**config.mk**
```make
export PLATFORM = sky130hd
export DESIGN_NAME = cdq_pick
export DESIGN_NICKNAME = d
export VERILOG_FILES = /design/src/rtl/cdq_pkg.sv /design/src/rtl/cdq_pick.sv
export SDC_FILE = /design/constraint.sdc
export NUM_CORES = 2
export LEC_CHECK = 0
export ABC_CLOCK_PERIOD_IN_PS = 8800
export BUFFER_PORTS_ARGS = -buffer_cell sky130_fd_sc_hd__clkbuf_2
export CORE_MARGIN = 2
export CORE_UTILIZATION = 35
export CTS_CLUSTER_SIZE = 10
export DETAILED_ROUTE_END_ITERATION = 10
export SETUP_SLACK_MARGIN = 0.2
export SLEW_MARGIN = 20
export SYNTH_ARGS = -nofsm -noshare
export SYNTH_HDL_FRONTEND = slang
export SYNTH_SLANG_ARGS = --single-unit
```
**constraint.sdc**
```tcl
create_clock -name clk -period 8.8 [get_ports clk]
set_input_delay 1.76 -clock clk [delete_from_list [all_inputs] [get_ports clk]]
set_output_delay 1.76 -clock clk [all_outputs]
set_load 0.1 [all_outputs]
```
**src/rtl/cdq_pkg.sv**
```systemverilog
package cdq_pkg;

  localparam int IN_W  = 16;
  localparam int OUT_W = 15;

  // 1/sqrt2 with 31 fraction bits; scaled down to the working precision.
  localparam longint unsigned INV_SQRT2_Q31 = 64'd1518500250;

  typedef struct packed {
    logic signed [IN_W-1:0] p_w;
    logic signed [IN_W-1:0] p_x;
    logic signed [IN_W-1:0] p_y;
    logic signed [IN_W-1:0] p_z;
    logic signed [IN_W-1:0] q_w;
    logic signed [IN_W-1:0] q_x;
    logic signed [IN_W-1:0] q_y;
    logic signed [IN_W-1:0] q_z;
  } in_t;

  typedef struct packed {
    logic [OUT_W-1:0] dis_w;
    logic [OUT_W-1:0] dis_x;
    logic [OUT_W-1:0] dis_y;
    logic [OUT_W-1:0] dis_z;
  } out_t;

endpackage

```
**src/rtl/cdq_pick.sv**
```systemverilog
module cdq_pick
  import cdq_pkg::*;
#(
  parameter int FRAC_BITS = 14,
  localparam int MW = 34 - FRAC_BITS
) (
  input  logic                  clk,
  input  logic                  rst_n,
  input  logic                  mag_valid,
  input  logic [23:0][MW-1:0]   mag_data,
  output logic                  out_valid,
  output out_t                  out_data
);

  localparam int SATW = FRAC_BITS + 1;
  localparam int CW   = (MW > SATW) ? MW : SATW;
  localparam logic [CW-1:0] ONE_Q = CW'(1) << FRAC_BITS;

  logic [23:0][MW-1:0] mag7_r;
  logic [MW-1:0]       m01a, m01b, m23a, m23b;
  logic [MW-1:0]       vmax_nxt [6];
  logic [MW-1:0]       vmax_r   [6];

  logic [MW-1:0]       t01, t23, t45, t03;
  logic [2:0]          i01, i23, i45, i03, iall;
  logic [2:0]          pick_r;
  logic [23:0][MW-1:0] mag8_r;

  logic [4:0]          sel      [4];
  logic [CW-1:0]       mext     [4];
  logic [SATW-1:0]     sat_nxt  [4];
  logic [SATW-1:0]     sat_r    [4];

  logic [SATW-1:0]     t1 [4];
  logic [SATW-1:0]     t2 [4];
  logic [SATW-1:0]     t3 [4];
  out_t                out_nxt;
  out_t                out_r;
  logic [3:0]          vld_r;

  // Largest magnitude within each variant.
  always_comb begin
    for (int v = 0; v < 6; v++) begin
      m01a = mag_data[4*v];
      m01b = mag_data[4*v + 1];
      m23a = mag_data[4*v + 2];
      m23b = mag_data[4*v + 3];
      m01a = (m01a >= m01b) ? m01a : m01b;
      m23a = (m23a >= m23b) ? m23a : m23b;
      vmax_nxt[v] = (m01a >= m23a) ? m01a : m23a;
    end
  end

  // The lower variant keeps ties, so the first maximal component wins and an
  // all-zero item falls to variant zero.
  always_comb begin
    if (vmax_r[0] >= vmax_r[1]) begin
      t01 = vmax_r[0]; i01 = 3'd0;
    end else begin
      t01 = vmax_r[1]; i01 = 3'd1;
    end
    if (vmax_r[2] >= vmax_r[3]) begin
      t23 = vmax_r[2]; i23 = 3'd2;
    end else begin
      t23 = vmax_r[3]; i23 = 3'd3;
    end
    if (vmax_r[4] >= vmax_r[5]) begin
      t45 = vmax_r[4]; i45 = 3'd4;
    end else begin
      t45 = vmax_r[5]; i45 = 3'd5;
    end
    if (t01 >= t23) begin
      t03 = t01; i03 = i01;
    end else begin
      t03 = t23; i03 = i23;
    end
    if (t03 >= t45) begin
      iall = i03;
    end else begin
      iall = i45;
    end
  end

  always_comb begin
    for (int j = 0; j < 4; j++) begin
      sel[j]     = {pick_r, 2'(j)};
      mext[j]    = CW'(mag8_r[sel[j]]);
      sat_nxt[j] = (mext[j] > ONE_Q) ? SATW'(ONE_Q) : SATW'(mext[j]);
    end
  end

  // Four-input sorting network, largest first.
  always_comb begin
    t1[0] = (sat_r[0] >= sat_r[1]) ? sat_r[0] : sat_r[1];
    t1[1] = (sat_r[0] >= sat_r[1]) ? sat_r[1] : sat_r[0];
    t1[2] = (sat_r[2] >= sat_r[3]) ? sat_r[2] : sat_r[3];
    t1[3] = (sat_r[2] >= sat_r[3]) ? sat_r[3] : sat_r[2];
    t2[0] = (t1[0] >= t1[2]) ? t1[0] : t1[2];
    t2[2] = (t1[0] >= t1[2]) ? t1[2] : t1[0];
    t2[1] = (t1[1] >= t1[3]) ? t1[1] : t1[3];
    t2[3] = (t1[1] >= t1[3]) ? t1[3] : t1[1];
    t3[0] = t2[0];
    t3[1] = (t2[1] >= t2[2]) ? t2[1] : t2[2];
    t3[2] = (t2[1] >= t2[2]) ? t2[2] : t2[1];
    t3[3] = t2[3];
    out_nxt.dis_w = OUT_W'(t3[0]);
    out_nxt.dis_x = OUT_W'(t3[1]);
    out_nxt.dis_y = OUT_W'(t3[2]);
    out_nxt.dis_z = OUT_W'(t3[3]);
  end

  always_ff @(posedge clk) begin
    mag7_r <= mag_data;
    vmax_r <= vmax_nxt;
    mag8_r <= mag7_r;
    pick_r <= iall;
    sat_r  <= sat_nxt;
    out_r  <= out_nxt;
  end

  always_ff @(posedge clk) begin
    if (!rst_n) begin
      vld_r <= '0;
    end else begin
      vld_r <= {vld_r[2:0], mag_valid};
    end
  end

  assign out_valid = vld_r[3];
  assign out_data  = out_r;

endmodule

```
# Word level (Yosys, flattened, before mapping)
# Cells that the tools add are included.
# totals
word_cells	145
out_inout_bits	61
reg_bits	1207
inputBits	483
# op_classes
n_mux	45
n_lt_le_gt_ge	36
# op_table
operator	count
2-to-1 mux 20 bit	26
greater-or-equal comparator 20 bit	23
binary-select mux 20 bit (select 3 bit)	4
2-to-1 mux 15 bit	10
> comparator 20 x 15 -> 1 bit (second input constant)	4
greater-or-equal comparator 15 bit	5
< comparator 5 x 6 -> 1 bit (second input constant)	4
2-to-1 mux 3 bit	2
2-to-1 mux 1 bit	3

# Depth between registers and ports, before layout
# logic_depth
depth_word	6
mapped_depth	28
depth_no_buf	24

# Worst setup path before layout
# Ideal clock, no wire load.
# synth_path
kind	input to register
startpoint	input port mag_data[40] (netlist bit)
endpoint	register vmax_r[109] (netlist bit)
setup_time_ns	0.129
path_slack_ns	3.215
arrival_ns	5.456
n_path_buf	2
cell_stages	19
cell_sequence	inv_1 -> ha_1 -> nand2b_4 -> a2111o_1 -> a311oi_1 -> o21ai_1 -> a41oi_2 -> nor2_4 -> buf_6 -> mux2i_1 -> ha_1 -> a2111oi_0 -> o21ai_0 -> a21oi_1 -> o41ai_1 -> a211oi_2 -> nor3b_4 -> buf_6 -> a221oi_1
# synth_lines
element	line	source
start, declared	cdq_pick.sv:10	input logic [23:0][MW-1:0] mag_data,
end signal, assigned	cdq_pick.sv:114	vmax_r <= vmax_nxt;
end, declared	cdq_pick.sv:22	logic [MW-1:0] vmax_r [6];

==> impl_metrics.ini <==
[timing]
report.final.setup_viol = 0
finalClockSkew_ns = 0.0364
grt_setup_unrepaired = no
final.min_clock_period_ns = 7.22
post-route-period-util_pct = 82.0
final-hold-violation-count = 0
maxClockFrequency_ghz = 0.139
maxSlewViolCount = 0
worst_pin_slew_ns = 1.12
max-slew-margin-rel_pct = 24.5
finalSetupTns_ns = 0

[cells_and_area]
areaGrowthSynthToFinish_pct = 19.5
final_cells = 6592
postLayoutCellArea_um2 = 56400
layout_cell_share_with_drive_strength_beyond_1_pct = 19.3
fin_nets = 5788

[yosys]
number_of_library_cell_types_mapped_by_synthesis = 61
synthesis.yosys.warnings = 0
yosys_register_bits = 1207
synth_flop_cell = sky130_fd_sc_hd__dfxtp_1
synth_seq_area_share_pct = 51.2
synth_area_leader_cell = sky130_fd_sc_hd__dfxtp_1
synth_cells = 4146
synth_area_um2 = 47200
number_of_flops_mapped_to_enable_cells_by_yosys = 0
mappedNetlistNets = 5164
synth_top_area_share_pct = 51.2
synth_async_sr_flop_share_pct = 0
syn_area_per_cell_um2 = 11.4
post_synth_main_area_contributors = sky130_fd_sc_hd__dfxtp_1, sky130_fd_sc_hd__ha_1, sky130_fd_sc_hd__mux2i_1

[routing]
dr.first_iter.drc_count = 2930
drt.antenna.violating_nets = 0
drcViolationCount = 0
wirelength_um = 167000
post_drt_wl_per_cell_um = 25.4
detailroute.via_count = 33200
via_per_inst = 5.03
first_pass_iters = 7

[critical_path]
worstPathArrival_ns = 7.90
worst_path_max_fanout = 12
crit_path_start_kind = primary input
required_ns = 9.48
critPathCaptureType = flop
class_of_the_most_critical_setup_path = primary input to flop

[floorplanning]
core_um2 = 134000
fp-row-count = 134
die_area_um2 = 138000
die_h_um = 371
start_util_pct = 35.3
die_x_um = 371
top_level_ports = 544

[global_route]
grt_first_pass_wirelength_um = 231000
grtUsageTotal_pct = 23.9
first_global_vias = 32600
maximum_number_of_pins_on_one_net_before_global_route_repair = 107
grt_remaining_overflow = 0
initial_antenna_violation_count = 24

[clocking]
worstSkewPairLatency_ns = 0.78
clock-sinks = 1207
clock_tree.buffer_depth = 3
clock_transition_at_the_register_clock_pins_on_the_worst_setup_and_hold_paths_after_cts_ns = 0.05
post_cts_buffers = 0
tritoncts.num_buffers = 145
cts-hold-fix-buffers = 0
h-tree-depth = 4
postCtsResizedCells = 0
tritoncts = yes
cts_root_buffer = sky130_fd_sc_hd__clkbuf_16

[pwr]
comb_power_share_pct = 48.6
p_int_mw = 13.9
swShare_pct = 41.0
part_of_the_total_power_dissipated_in_the_clock_network_pct = 23.2
power_switching_mw = 9.66
pwr_density_cell_nw_per_um2 = 417
power.static_leakage_nw = 28.2
seq_power_share_pct = 28.1
ir_drop_mv = 0.799

[hold_path]
timing.hold.worst.class = flop to flop

[place]
dp.cells = 6391
place_congestion = 0.978
dpl-instance-area_um2 = 52100
post-dp-hpwl_um = 140000
io_buffer_count = 543

[run]
max_cap_viol_count = 0

[outcome]
status = finished, final reports clean
## final cells by class
| cell class | instances | area (um2) |
|---|---|---|
| timing repair buffer | 585 | 3060 |
| clock buffer | 165 | 3780 |
| multi-input combinational | 2314 | 20700 |
| tap | 1768 | 2210 |
| sequential | 1207 | 24200 |
| antenna | 11 | 27.5 |
| clock inverter | 25 | 492 |
| fill | 12600 | 77200 |
| inverter | 517 | 1940 |
## critical path, cell delays in order
cell	delay [ns]
sky130_fd_sc_hd__clkbuf_2	0.15
sky130_fd_sc_hd__inv_1	0.06
sky130_fd_sc_hd__ha_1	0.28
sky130_fd_sc_hd__a21o_1	0.16
sky130_fd_sc_hd__a21o_1	0.17
sky130_fd_sc_hd__a21oi_1	0.52
sky130_fd_sc_hd__a211oi_1	0.40
sky130_fd_sc_hd__a211oi_4	0.79
sky130_fd_sc_hd__buf_4	0.45
sky130_fd_sc_hd__mux2i_1	0.49
sky130_fd_sc_hd__inv_1	0.09
sky130_fd_sc_hd__ha_1	0.32
sky130_fd_sc_hd__a21o_1	0.16
sky130_fd_sc_hd__a21o_1	0.17
sky130_fd_sc_hd__a21oi_1	0.18
sky130_fd_sc_hd__o21ai_0	0.36
sky130_fd_sc_hd__a21oi_2	0.86
sky130_fd_sc_hd__buf_12	0.25
sky130_fd_sc_hd__mux2i_1	0.23
## logic make-up (layout without fill, tap and decap cells)
group           count (synthesis)  after routing  synth area share (%)
flops                        1207           1207                  51.2
compound gates                649            649                  8.78
mux                           644            644                  15.4
buf+inv                       625           1292                  5.25
fa+ha+maj                     535            535                  14.2
simple gates                  486            486                  5.18
other cells                     0             11                     0
## synth_stat cells (14+ instances only)
cell type,number
sky130_fd_sc_hd__a21oi_1,245
sky130_fd_sc_hd__a21boi_0,20
sky130_fd_sc_hd__nor2b_1,18
sky130_fd_sc_hd__mux2_2,66
sky130_fd_sc_hd__buf_2,61
sky130_fd_sc_hd__nor3_1,33
sky130_fd_sc_hd__clkbuf_1,31
sky130_fd_sc_hd__inv_1,517
sky130_fd_sc_hd__a211oi_1,36
sky130_fd_sc_hd__mux4_2,61
sky130_fd_sc_hd__ha_1,535
sky130_fd_sc_hd__o21a_1,14
sky130_fd_sc_hd__o21ai_0,72
sky130_fd_sc_hd__a21o_1,161
sky130_fd_sc_hd__mux2i_1,517
sky130_fd_sc_hd__or4_1,15
sky130_fd_sc_hd__dfxtp_1,1207
sky130_fd_sc_hd__nand4_1,68
sky130_fd_sc_hd__nand2b_1,22
sky130_fd_sc_hd__nor2_1,195
sky130_fd_sc_hd__nand2_1,70
sky130_fd_sc_hd__and4_1,16
sky130_fd_sc_hd__a221oi_1,25
sky130_fd_sc_hd__a31oi_1,17
## path summary, 6_finish.rpt
kind / from / endpoint / slack (ns) / cells after the start
hold / removal: mag7_r[332] / mag8_r[332] / 0.29 / 0
setup reg to reg: sat_r[1] / out_data[20] / 1.70 / 25
setup / recovery: mag_data[269] / vmax_r[51] / 1.58 / 19
hold reg to reg: mag7_r[332] / mag8_r[332] / 0.29 / 0
## power groups by stage
| stage | clock, mW | sequential [mW] | combinational (mW) |
|---|---|---|---|
| 6_report | 5.47 | 6.62 | 11.5 |
| 3_5_place_dp | 0 | 6.72 | 11.4 |
| 5_1_grt | 5.77 | 6.67 | 12.4 |
| 4_1_cts | 5.55 | 6.61 | 11.4 |
| 3_3_place_gp | 0 | 6.71 | 11.2 |
| 2_1_floorplan | 0 | 7.10 | 7.75 |
## registers in the layout, indices dropped and copies added, names as in the netlist
register and count:
mag7_r 480, pick_r 3, vmax_r 120, mag8_r 480
sat_r 60, vld_r 4, out_data 60
## routing by layer
metal	global-route usage (%)	up-vias	wire, um
met3	4.51	314	10800
met5	0	-	131
met1	31.5	16000	73100
li1	-	15600	-
met2	38.1	1195	75700
met4	10.3	20	7480
## cells in the final DEF, fill, tap and decap left out, drive strengths merged, types with 8 or more instances in the layout
cell and count:
a31oi 17, a221oi 25, nor2b 18, o211ai 12, mux2 66, nand2b 23
o21a 14, mux2i 517, a21oi 246, and4 16, nand3 12, dfxtp 1207
o31ai 8, nor4 10, or4 15, ha 535, a21boi 22, clkinv 12
nor3 33, inv 524, a211oi 37, clkbuf 708, o21ai 75, nand2 70
a21o 161, nand4 68, mux4 61, nor2 196, buf 42, diode 11
## per-stage QoR
| step | setup WS (ns) | power [mW] | hold slack, ns | utilization, % |
|---|---|---|---|---|
| after CTS | 1.66 | 23.5 | 0.291 | 42.2 |
| after detailed placement | 1.09 | 18.1 | 0.312 | 39.0 |
| after floorplan | 3.21 | 14.8 | 0.310 | - |
| after global routing | 1.23 | 24.8 | 0.288 | 42.2 |
| final | 1.58 | 23.5 | 0.289 | 42.2 |
| after global placement | 1.05 | 17.9 | 0.310 | 39.0 |
Power figures use the tool's default switching activity.
